$ cat config.mk
export PLATFORM = sky130hd
export DESIGN_NAME = ptrd_queue
export DESIGN_NICKNAME = d
export VERILOG_FILES = /design/src/hw/rtl/ptrd_pkg.sv /design/src/hw/rtl/ptrd_queue.sv
export SDC_FILE = /design/constraint.sdc
export NUM_CORES = 1
export LEC_CHECK = 0
export BUFFER_PORTS_ARGS = -buffer_cell sky130_fd_sc_hd__buf_2
export CAP_MARGIN = 20
export CORE_MARGIN = 4
export CORE_UTILIZATION = 59
export DETAILED_ROUTE_END_ITERATION = 6
export GPL_TIMING_DRIVEN = 0
export PLACE_DENSITY = 0.82
export SKIP_CTS_REPAIR_TIMING = 1
export SYNTH_ARGS = -nofsm -noshare
export SYNTH_HDL_FRONTEND = slang
export SYNTH_SLANG_ARGS = --single-unit
$ cat constraint.sdc
create_clock -name clk -period 3.32 [get_ports clk]
set_input_delay 0.664 -clock clk [delete_from_list [all_inputs] [get_ports clk]]
set_output_delay 0.664 -clock clk [all_outputs]
set_load 0.01 [all_outputs]
$ cat src/hw/rtl/ptrd_pkg.sv
// Shared constants and types of the point-to-ray distance block.
package ptrd_pkg;

	localparam int COORD_BITS_DEF = 16;
	localparam int DIST_BITS      = 25;
	localparam int SAT_SHIFT      = 34;
	localparam int FRAC_SHIFT     = 16;
	localparam int RAD_BITS       = SAT_SHIFT + FRAC_SHIFT;
	localparam int ROOT_BITS      = RAD_BITS / 2;
	localparam int QUEUE_DEPTH    = 4;
	localparam int QUEUE_PTR_BITS = 2;

	typedef enum logic [1:0] {
		REG_ORIGIN_X  = 2'd0,
		REG_ORIGIN_Y  = 2'd1,
		REG_THROUGH_X = 2'd2,
		REG_THROUGH_Y = 2'd3
	} reg_index_t;

endpackage

$ cat src/hw/rtl/ptrd_queue.sv
// Short request queue between the front end and the back end.
module ptrd_queue import ptrd_pkg::*; #(
	parameter int WIDTH = 8
) (
	input  logic             clk,
	input  logic             arst_n,
	input  logic             push,
	input  logic [WIDTH-1:0] push_data,
	output logic             full,
	input  logic             pop,
	output logic             not_empty,
	output logic [WIDTH-1:0] head
);

	logic [WIDTH-1:0]          mem_q [QUEUE_DEPTH];
	logic [QUEUE_PTR_BITS-1:0] wptr_q, rptr_q;
	logic [QUEUE_PTR_BITS:0]   cnt_q;

	assign full      = cnt_q == (QUEUE_PTR_BITS + 1)'(QUEUE_DEPTH);
	assign not_empty = cnt_q != '0;
	assign head      = mem_q[rptr_q];

	always_ff @(posedge clk) begin
		if (push) begin
			mem_q[wptr_q] <= push_data;
		end
	end

	always_ff @(posedge clk or negedge arst_n) begin
		if (!arst_n) begin
			wptr_q <= '0;
			rptr_q <= '0;
			cnt_q  <= '0;
		end else begin
			if (push) begin
				wptr_q <= wptr_q + 1'b1;
			end
			if (pop) begin
				rptr_q <= rptr_q + 1'b1;
			end
			if (push && !pop) begin
				cnt_q <= cnt_q + 1'b1;
			end else if (pop && !push) begin
				cnt_q <= cnt_q - 1'b1;
			end
		end
	end

endmodule

# [Word level (Yosys, flattened, before mapping)]
# Memories as Yosys holds them, arrays and structs flattened.
# Index checks and enable logic that the tools add are counted.
[classes] n_addsub=4 n_eq_ne=1 muxes=4 n_reduce_logical=6
[op_table] op="3-bit 2-to-1 mux" count=2
[op_table] op="2-bit by 1-bit adder with 2-bit output, second input constant" count=2
[op_table] op="3-bit by 1-bit adder with 3-bit output, second input constant" count=1
[op_table] op="3-bit == test, second input constant" count=1
[op_table] op="3-bit nonzero test" count=1
[op_table] op="3-bit by 1-bit subtractor with 3-bit output, second input constant" count=1
[op_table] op="1-bit logical AND" count=2
[op_table] op="1-bit zero test" count=2
[op_table] op="1-bit 2-to-1 mux" count=2
[op_table] op="2-bit nonzero test" count=1
[word_totals] regBits=7 ram_bits=32 inputBits=12 output_inout_bits=10 word_cells=19 n_memories=1
[mem_list] name="mem_q" depth=4 width=8 rd=1 rd_clocked_by_memory_dff=0 wr=1 line="ptrd_queue.sv:15" text="logic [WIDTH-1:0] mem_q [QUEUE_DEPTH];"

# [Logic depth before layout (Yosys ltp)]
# Gate-level depths: netlist of the first run.
[logic_depth] depth_word=4 depth_mapped=7 depth_no_buf=7

# [Least setup slack after synthesis of the first run]
# Ideal clock, no wire load.
[synth_path] path_type="input-to-reg" start="in pop" end="reg cnt_q[2]" setup_ns=0.079 arrival_ns=1.670 required_ns=3.241 slack_ns=1.571 stages=7 path_buffers=0 cell_sequence="inv_1 > ha_1 > inv_1 > fa_1 > xor2_1 > nor2_1 > xor2_1"
[synth_via] elab_chain_len=3 word_cells_on_any_way=5 cone_classes="mux (1); reduce/logical (4)"
[synth_rtl] element="start: declaration" line="ptrd_queue.sv:10" text="input logic pop,"
[synth_rtl] element="1-bit zero test" line="ptrd_queue.sv:41" text="if (push && !pop) begin"
[synth_rtl] element="1-bit logical AND" line="ptrd_queue.sv:41"
[synth_rtl] element="3-bit 2-to-1 mux or 2-bit nonzero test (tied branches)"
[synth_rtl] element="end signal: assignment" line="ptrd_queue.sv:42" text="cnt_q <= cnt_q + 1'b1;"
[synth_rtl] element="end signal: assignment" line="ptrd_queue.sv:44" text="cnt_q <= cnt_q - 1'b1;"
[synth_rtl] element="end: declaration" line="ptrd_queue.sv:17" text="logic [QUEUE_PTR_BITS:0] cnt_q;"
# Parallel ways exist; a longest one is shown, timed or not.
# A chain may end at the register's enable or synchronous reset.

# [Worst setup path in the final report of the first run]
[layout_path] start="reg rptr_q[0]" end="out head[5]"
[layout_via] elab_chain_len=1
[layout_rtl] element="start: declaration" line="ptrd_queue.sv:16" text="logic [QUEUE_PTR_BITS-1:0] wptr_q, rptr_q;"
[layout_rtl] element="start signal: assignment" line="ptrd_queue.sv:39" text="rptr_q <= rptr_q + 1'b1;"
[layout_rtl] element="memory read 4 x 8 bit"
[layout_rtl] element="end: declaration" line="ptrd_queue.sv:12" text="output logic [WIDTH-1:0] head"
# No other way between the ends.

==> results of run 1 <==
==> per-layer routing <==
| metal | global-route usage, % | wire (um) | vias up |
|---|---|---|---|
| li1 | - | - | 345 |
| met1 | 21.24 | 967 | 371 |
| met2 | 27.61 | 1268 | 19 |
| met5 | 0 | 0 | - |
| met3 | 6.754 | 142 | 5 |
| met4 | 4.854 | 34 | 0 |
==> placed cells by master (no fill, tap or decap), drive strengths merged, types with 2 or more instances in the layout <==
master and instances:
mux4 8, nand2 2, xor2 4, dfrtp 7, buf 23, edfxtp 32, and2 4, inv 4
xnor2 2, bufinv 2, ha 5, clkbuf 5
==> metrics by stage <==
step           power [mW]  hold WS [ns]
2_1_floorplan       1.041        0.3684
3_3_place_gp        1.172        0.4638
3_5_place_dp        1.214        0.5125
4_1_cts             1.601        0.1220
5_1_grt             1.672        0.1155
6_report            1.577        0.1281
==> logic make-up (layout without fill, tap and decap cells) <==
group / Yosys count / in the layout / share of synthesized area (%)
and+or+nand+nor: 9 / 9 / 3.231
xor gates and xnor gates: 6 / 6 / 3.393
DFF: 39 / 39 / 73.34
AOI/OAI and AO/OA: 1 / 1 / 0.3228
adders and majority gates: 6 / 6 / 5.331
muxes: 9 / 9 / 12.36
buffers and inverters: 6 / 35 / 2.019
==> report_power, final <==
part	switching [mW]	internal, mW	total (mW)
clock network	0.156	0.234	0.390
registers	0.0582	0.655	0.714
logic	0.239	0.234	0.473
==> flip-flops by register name (all words and copies together) (netlist names) <==
register and flops:
wptr_q 2, mem_q 32, cnt_q 3, rptr_q 2
==> worst paths after layout <==
path / to / slack, ns / cells past startpoint
min reg2reg: cnt_q[2] / 0.53 / 1
min in group clk: rptr_q[0] / 0.51 / 2
max in group asynchronous: cnt_q[2] / 3.02 / 1
max: head[5] / 1.09 / 3
min: wptr_q[0] / 0.13 / 1
max reg2reg: cnt_q[2] / 1.83 / 4
==> layout make-up <==
class,count,area (sq um)
flip-flops and latches,39,1136
clock inverters,3,67.56
clock buffers,5,37.54
multi-input cells,31,381.6
inverters,4,15.01
repair buffers,21,105.1
well taps,30,37.54
plain buffers,2,16.27
fillers,152,703.2
==> worst reg2reg max path, cell delays in order (launching register included) <==
cell and delay (ns):
dfrtp_1 0.46, fa_1 0.46, xor2_1 0.17, nor2_1 0.12, xor2_1 0.19
==> metrics, run 1 <==
post-synth top area cell edfxtp_1; WL final 2.413 mm; final core utilization 71.87%; Hold Path Class in2async; crit path cell chain buf_6 > mux4_2 > buf_2; # nets final 122; Post-route DRC 0; WP buf/inv 2; final cell count without fillers 135; Setup crit end kind primary output; 1st-iter DRT viols 44; placed inst area 1692 sq um; Boundary Pins 22; worst-case clock buffer depth 2; Mapped Area 1549 sq um; Worst Setup Slack, final 1.087 ns; register area share after synthesis 73.34%; Vias 740; Synth Instances 76; clock slew at reported path FFs 0.12 ns; top post-synthesis cells by area edfxtp_1 (62%), mux4_2 (12%), dfrtp_1 (11%); Clock Skew 0.009554 ns; DR pass1 iterations 4; GP Congestion 0.6400; Tcrit/Tclk final 67.26%; Post-Syn Nets 94; Req. time, crit path 2.66 ns; CTS tree done; Min Clock Period, post-route 2.233 ns; RSZ-0062 raised after global routing no; Netlist cell types 17; Leak 0.6822 nW; Initial Util 61.96%; Crit-path slowest cell mux4_2; HPWL after DPL 1.705 mm; Pwr Density 877.7 nW/um^2; global-route wire length before repair 4.126 mm; mean routed wirelength per cell 17.87 um; Critical Path AT 1.57 ns; setup violators final 0; vias in the first global route 829; total global routing overflow 0; die area 3509 sq um; Fmax 447.8 MHz; die width 59.24 um; Clock H-tree levels 2; remaining antenna violation count 0; worst relative slew slack 69.92%; layout cells sized above 1 38.10%; top cell types by occurrence after synthesis edfxtp_1 (32), mux4_2 (8), dfrtp_1 (7); reg2reg start cnt_q[0]; synthesis warning total 0; worst slack, placed 1.264 ns; Critical Path Source rptr_q[0]; prevailing post-synth register cell edfxtp_1; initial antenna violation count 0; Setup CP Type reg2out; gr usage total 17.03%; clk_lat worst skew 0.35 ns; CP Max Fanout 10; Post-synth ARST share 17.95%; max cap viols 0; average size of a mapped cell 20.38 sq um; core area 2500 sq um; Worst Tran Pin Value 0.4513 ns; Port Buffers 21; CP peak stage delay 0.52 ns; Top delay family on crit path multiplexers; ANT cells 0; TritonCTS Buffers 5; area delta synth->final 15.99%; VDD IR max 0.0006596 V; most frequent cell after synthesis edfxtp_1; setup TNS 0 ns; EDFF count, synth 32; flops & latches, synth 39; Die H 59.24 um; pin count of the biggest net entering global routing 14; post-route cell area 1797 sq um; share of Yosys cell area claimed by the top area cell type 62.04%; Max Slew Vio Count 0; Final Hold Fails 0; placed cell count 127; Std-Cell Rows 18; clock sink total 39; Clock Root Buffer clkbuf_4; Startpoint Class register; status completed; DR vias/cell 5.481
Power figures use the tool's default switching activity.
==> inputs of run 2 (changes only) <==
--- a/config.mk
+++ b/config.mk
@@ -8,10 +8,10 @@
 export BUFFER_PORTS_ARGS = -buffer_cell sky130_fd_sc_hd__buf_2
 export CAP_MARGIN = 20
 export CORE_MARGIN = 4
-export CORE_UTILIZATION = 59
+export CORE_UTILIZATION = 50
 export DETAILED_ROUTE_END_ITERATION = 6
 export GPL_TIMING_DRIVEN = 0
-export PLACE_DENSITY = 0.82
+export PLACE_DENSITY = 0.74
 export SKIP_CTS_REPAIR_TIMING = 1
 export SYNTH_ARGS = -nofsm -noshare
 export SYNTH_HDL_FRONTEND = slang
==> constraint.sdc (replaced) <==
create_clock -name clk -period 1.8 [get_ports clk]
set_input_delay 0.36 -clock clk [delete_from_list [all_inputs] [get_ports clk]]
set_output_delay 0.36 -clock clk [all_outputs]
set_load 0.01 [all_outputs]
==> run 2 against run 1 <==
Compared with the run above: the run now ends with negative setup slack left; combinational power grew 110%; critical path type unchanged; total power increased by 91%; critical path depth is the same; sequential power up 83%; setup slack worse by 1.2 ns; die area increased by 15%; global-route usage down 3.9 points; clock skew down 0.0068 ns; highest routed layer unchanged; design area grew 2.6%.
==> metrics, run 2 (synthesized netlist as in run 1, its figures left out) <==
Leak 0.7014 nW (+2.8%); HPWL after DPL 1.669 mm (-2.1%); commonest non-fill, non-tap cell in the layout edfxtp_1; remaining antenna violation count 0 (unchanged); final core utilization 64.65% (-7.2 points); Clock Skew 0.002781 ns (-0.006773 ns); pin count of the biggest net entering global routing 13 (-1); Top reg by flops mem_q; Worst Tran Pin Value 0.4950 ns (+0.04373 ns); Internal 2.179 mW (+94%); initial antenna violation count 0 (unchanged); DR vias/cell 5.321 (-2.9%); Startpoint Class register; RSZ-0062 raised after global routing yes; worst relative slew slack 67.00% (-2.9 points); Min Clock Period, post-route 1.898 ns; Clock H-tree levels 2 (unchanged); Seq pwr share 43.6% (-1.7 points); Max Slew Vio Count 0 (unchanged); Boundary Pins 22 (unchanged); DR pass1 iterations 4 (unchanged); TritonCTS Buffers 5 (unchanged); Req. time, crit path 1.44 ns (-1.22 ns); setup violators final 8 (+8); CTS tree done; Clk pwr share 23.5% (-1.3 points); Setup crit end kind primary output; clk_lat worst skew 0.33 ns (-0.02 ns); max FFs per register 32 (unchanged); layout cells sized above 1 36.79% (-1.3 points); Initial Util 54.30% (-7.7 points); clock slew at reported path FFs 0.11 ns (about the same); area delta synth->final 19.06%; # nets final 123 (+0.82%); Comb pwr share 32.9% (+2.9 points); Tcrit/Tclk final 105.4%; Setup CP Type reg2out; failing checks negative setup slack; die area 4053 sq um (+15%); clock sink total 39 (unchanged); Std-Cell Rows 19 (+1); Pwr Density 1630 nW/um^2 (+86%); top flop regs mem_q: 32 flops, cnt_q: 3 flops; Post-route DRC 0 (unchanged); Vias 729 (-1.5%); VDD IR max 0.0008218 V (+25%); gr usage total 13.18% (-3.9 points); Fmax 526.9 MHz; setup TNS -0.6736 ns (-0.6736 ns); Net Sw Power 827.4 uW (+83%); core area 2853 sq um (+14%); Port Buffers 21 (unchanged); mean routed wirelength per cell 17.47 um (-2.3%); die width 63.66 um (+7.5%); Critical Path AT 1.54 ns (-0.03 ns); status complete, but fails checks; GP Congestion 0.6845 (+7.0%); Final Hold Fails 0 (unchanged); max cap viols 0 (unchanged); FILL cells 224 (+47%); most frequent cells in the layout edfxtp_1 (32), buf_2 (17), mux4_2 (8); Worst Setup Slack, final -0.09802 ns (-1.185 ns); Clock Root Buffer clkbuf_4; vias in the first global route 787 (-5.1%); worst-case clock buffer depth 2 (unchanged); Hold Path Class in2reg; 1st-iter DRT viols 27 (-39%); CP Max Fanout 10 (unchanged); WL final 2.393 mm (-0.83%); ANT cells 0 (unchanged); Switching Share 27.53% (-1.2 points); Die H 63.66 um (+7.5%); global-route wire length before repair 3.788 mm (-8.2%); total global routing overflow 0 (unchanged)
## run 2: cell count changes in the layout (fill, tap and decap cells not counted), sizes merged
| cell | change |
|---|---|
| clkbuf | +1 |
| clkinvlp | -1 |
| dlygate4sd3 | +1 |
## run 2: through the flow
stage / std cells / hold slack, ns / instance area, sq um / total power, mW / worst slack [ns]
after floorplan: 76 / 0.06441 / 1549 / 1.920 / 0.3553
after global placement: 128 / 0.2018 / 1693 / 2.166 / 0.1748
after detailed placement: 128 / 0.2080 / 1693 / 2.224 / 0.1118
after global routing: 137 / 0.2010 / 1844 / 3.172 / -0.1762
after CTS: 136 / -0.1682 / 1794 / 2.919 / -0.1235
final: 137 / 0.2316 / 1844 / 3.006 / -0.09802
## run 2: final timing paths
kind / startpoint / end / slack [ns] / depth (start not counted)
min reg2reg: cnt_q[2] / cnt_q[2] / 0.49 / 1
max in group asynchronous: arst_n / cnt_q[0] / 1.26 / 2
max reg2reg: wptr_q[0] / mem_q[0][7] / 0.38 / 3
min in group asynchronous: arst_n / wptr_q[1] / 0.38 / 2
min: pop / rptr_q[0] / 0.23 / 2
max: rptr_q[0] / head[4] / -0.1 / 3
## run 2: critical path: stages (launching register included)
cell,delay [ns]
dfrtp_1,0.39
buf_12,0.15
mux4_2,0.52
buf_6,0.14
## run 2: final cells by class
cell class                      instances  area (sq um)  area share (%)
Multi-Input combinational cell         31         381.6           20.69
Timing Repair Buffer                   22         146.4           7.938
Tap cell                               31         38.79           2.103
Clock buffer                            6         41.29           2.239
Buffer                                  2         25.02           1.357
Clock inverter                          2         60.06           3.256
Inverter                                4         15.01          0.8141
Sequential cell                        39          1136           61.60
## run 2: layer usage
layer	global-route usage, %	share of wire, %
met3	6.572	4.6
met5	0	0
met1	14.70	41
met4	4.313	1.0
met2	21.90	53
## run 2: power by group through the flow
stage | sequential, mW | clock (mW) | combinational (mW)
3_3_place_gp | 1.31 | 0 | 0.854
4_1_cts | 1.31 | 0.715 | 0.895
6_report | 1.31 | 0.705 | 0.990
3_5_place_dp | 1.33 | 0 | 0.896
5_1_grt | 1.33 | 0.763 | 1.08
2_1_floorplan | 1.30 | 0 | 0.620
==> inputs of run 3 (changes only) <==
--- a/config.mk
+++ b/config.mk
@@ -8,10 +8,10 @@
 export BUFFER_PORTS_ARGS = -buffer_cell sky130_fd_sc_hd__buf_2
 export CAP_MARGIN = 20
 export CORE_MARGIN = 4
-export CORE_UTILIZATION = 50
+export CORE_UTILIZATION = 45
 export DETAILED_ROUTE_END_ITERATION = 6
 export GPL_TIMING_DRIVEN = 0
-export PLACE_DENSITY = 0.74
+export PLACE_DENSITY = 0.68
 export SKIP_CTS_REPAIR_TIMING = 1
 export SYNTH_ARGS = -nofsm -noshare
 export SYNTH_HDL_FRONTEND = slang
==> run 3 against run 2 <==
Compared with the run above: the run still ends with negative setup slack left; clock-buffer cell count decreased by 1; final cell count rose by 12%; fmax grew 0.33%; clock power is 19% lower; non-clock buffer count grew 1; setup slack better by 0.0063 ns; sequential cell count stayed put; wire length fell by 3.1%; combinational power increased by 7%; critical endpoint is now head[1]; largest cell class unchanged; largest power group unchanged; highest routed layer unchanged.
==> metrics, run 3 (synthesized netlist as in run 1, its figures left out) <==
Leak 0.7053 nW (+0.55%); reg2reg start wptr_q[0]; area of the multi-input gates 381.6 sq um (unchanged); Top reg by flops mem_q; initial antenna violation count 0 (unchanged); layout cells sized above 1 38.32% (+1.5 points); Initial Util 46.42% (-7.9 points); worst slack, placed 0.1251 ns (+0.01328 ns); most frequent cells in the layout edfxtp_1 (32), buf_2 (14), mux4_2 (8), buf_6 (8), dfrtp_1 (7); top flop regs mem_q: 32 flops, cnt_q: 3 flops; pin count of the biggest net entering global routing 14 (+1); critical path endpoint head[1]; DR pass1 iterations 2 (-2); WL final 2.320 mm (-3.1%); Setup CP Type reg2out; Vias 741 (+1.6%); R2R depth 3 (unchanged); Fmax 528.6 MHz (+0.33%); Req. time, crit path 1.44 ns (about the same); clock sink total 39 (unchanged); Pwr Density 1573 nW/um^2 (-3.5%); commonest non-fill, non-tap cell in the layout edfxtp_1; # nets final 124 (+0.81%); mean routed wirelength per cell 15.16 um (-13%); R2R Setup Slk 0.34 ns (-0.04 ns); Clock Root Buffer clkbuf_4; die width 66.67 um (+4.7%); register area 1136 sq um (unchanged); gr usage total 12.45% (-0.73 points); Min Clock Period, post-route 1.892 ns (-0.006273 ns); worst-case clock buffer depth 2 (unchanged); remaining antenna violation count 0 (unchanged); Setup crit end kind primary output; global-route wire length before repair 3.774 mm (-0.37%); final core utilization 56.02% (-8.6 points); Worst Tran Pin Value 0.4815 ns (-0.01349 ns); Post-route DRC 0 (unchanged); Clock Skew 0.009607 ns (+0.006826 ns); setup violators final 8 (unchanged); max FFs per register 32 (unchanged); Final Power 2.940 mW (-2.2%); max cap viols 0 (unchanged); Worst Setup Slack, final -0.09175 ns (+0.006273 ns); Die H 66.67 um (+4.7%); Final Hold Fails 0 (unchanged); VDD IR max 0.0007092 V (-14%); failing checks negative setup slack; Critical Path AT 1.53 ns (about the same); FILL cells 278 (+24%); total global routing overflow 0 (unchanged); Boundary Pins 22 (unchanged); TritonCTS Buffers 5 (unchanged); Startpoint Class register; status complete, but fails checks; area delta synth->final 20.68%; Hold Path Class in2reg; HPWL after DPL 1.554 mm (-6.9%); core area 3337 sq um (+17%); Port Buffers 21 (unchanged); placed cell count 143 (+12%); vias in the first global route 800 (+1.7%); RR Endpoint mem_q[2][4]; Max Slew Vio Count 0 (unchanged); clock slew at reported path FFs 0.10 ns (about the same); GP Congestion 0.6901 (+0.82%); Critical Path Source rptr_q[0]; worst relative slew slack 67.90% (+0.90 points); WHS Path Cells 2 (unchanged); RSZ-0062 raised after global routing yes; DR vias/cell 4.843 (-9.0%); final cell count without fillers 153 (+12%); CP Max Fanout 9 (-1); clk_lat worst skew 0.34 ns (about the same); 1st-iter DRT viols 39 (+44%); die area 4445 sq um (+9.7%); Std-Cell Rows 21 (+2); Tcrit/Tclk final 105.1% (-0.35 points); ANT cells 0 (unchanged); CTS tree done; Clock H-tree levels 2 (unchanged)
-- run 3: cell count changes in the layout (fill, tap and decap cells not counted), sizes merged --
cell | before | now
bufinv | 2 | 1
clkbuf | 6 | 5
clkinv | 0 | 2
buf | 23 | 24
-- run 3: layout make-up --
type	count	area share, %
timing repair buffer	23	9.237
sequential	39	60.78
multi-input combinational	31	20.42
tap	46	3.079
clock inverter	3	2.343
clock buffer	5	2.008
buffer	2	1.339
inverter	4	0.8032
-- run 3: stage by stage --
stage	TNS [ns]	hold slack, ns	instance area (sq um)
final	-0.6262	0.2288	1869
after global routing	-1.170	0.2007	1869
after CTS	-0.9432	-0.1767	1793
after detailed placement	0	0.2070	1712
after global placement	0	0.2013	1712
after floorplan	0	0.06441	1549
-- run 3: power by group --
part / leakage, nW / internal (mW) / switching [mW]
logic: 0.284 / 0.597 / 0.463
clock network: 0.0452 / 0.292 / 0.277
registers: 0.376 / 1.21 / 0.102
-- run 3: worst min-delay path by stage --
stage                     slack, ns          from          end
after floorplan                0.06        arst_n     cnt_q[0]
after detailed placement       0.21        arst_n    wptr_q[0]
after global placement         0.20        arst_n    wptr_q[0]
after CTS                     -0.18        arst_n    wptr_q[1]
after global routing           0.20  push_data[6]  mem_q[1][6]
final                          0.23           pop    rptr_q[0]
-- run 3: metal layers --
layer  vias up  wire [um]  global-route usage [%]  part of all wire (%)
li1        348          -                       -                     -
met1       369        991                   15.64                    43
met2        17       1169                   19.06                    50
met3         7        121                   4.384                   5.2
met4         0         38                   6.091                   1.6
met5         -          0                       0                     0
-- run 3: worst max-delay path, stage by stage, from the launching register on --
cell and delay (ns):
dfrtp_1 0.39, buf_12 0.15, mux4_2 0.52, buf_6 0.14
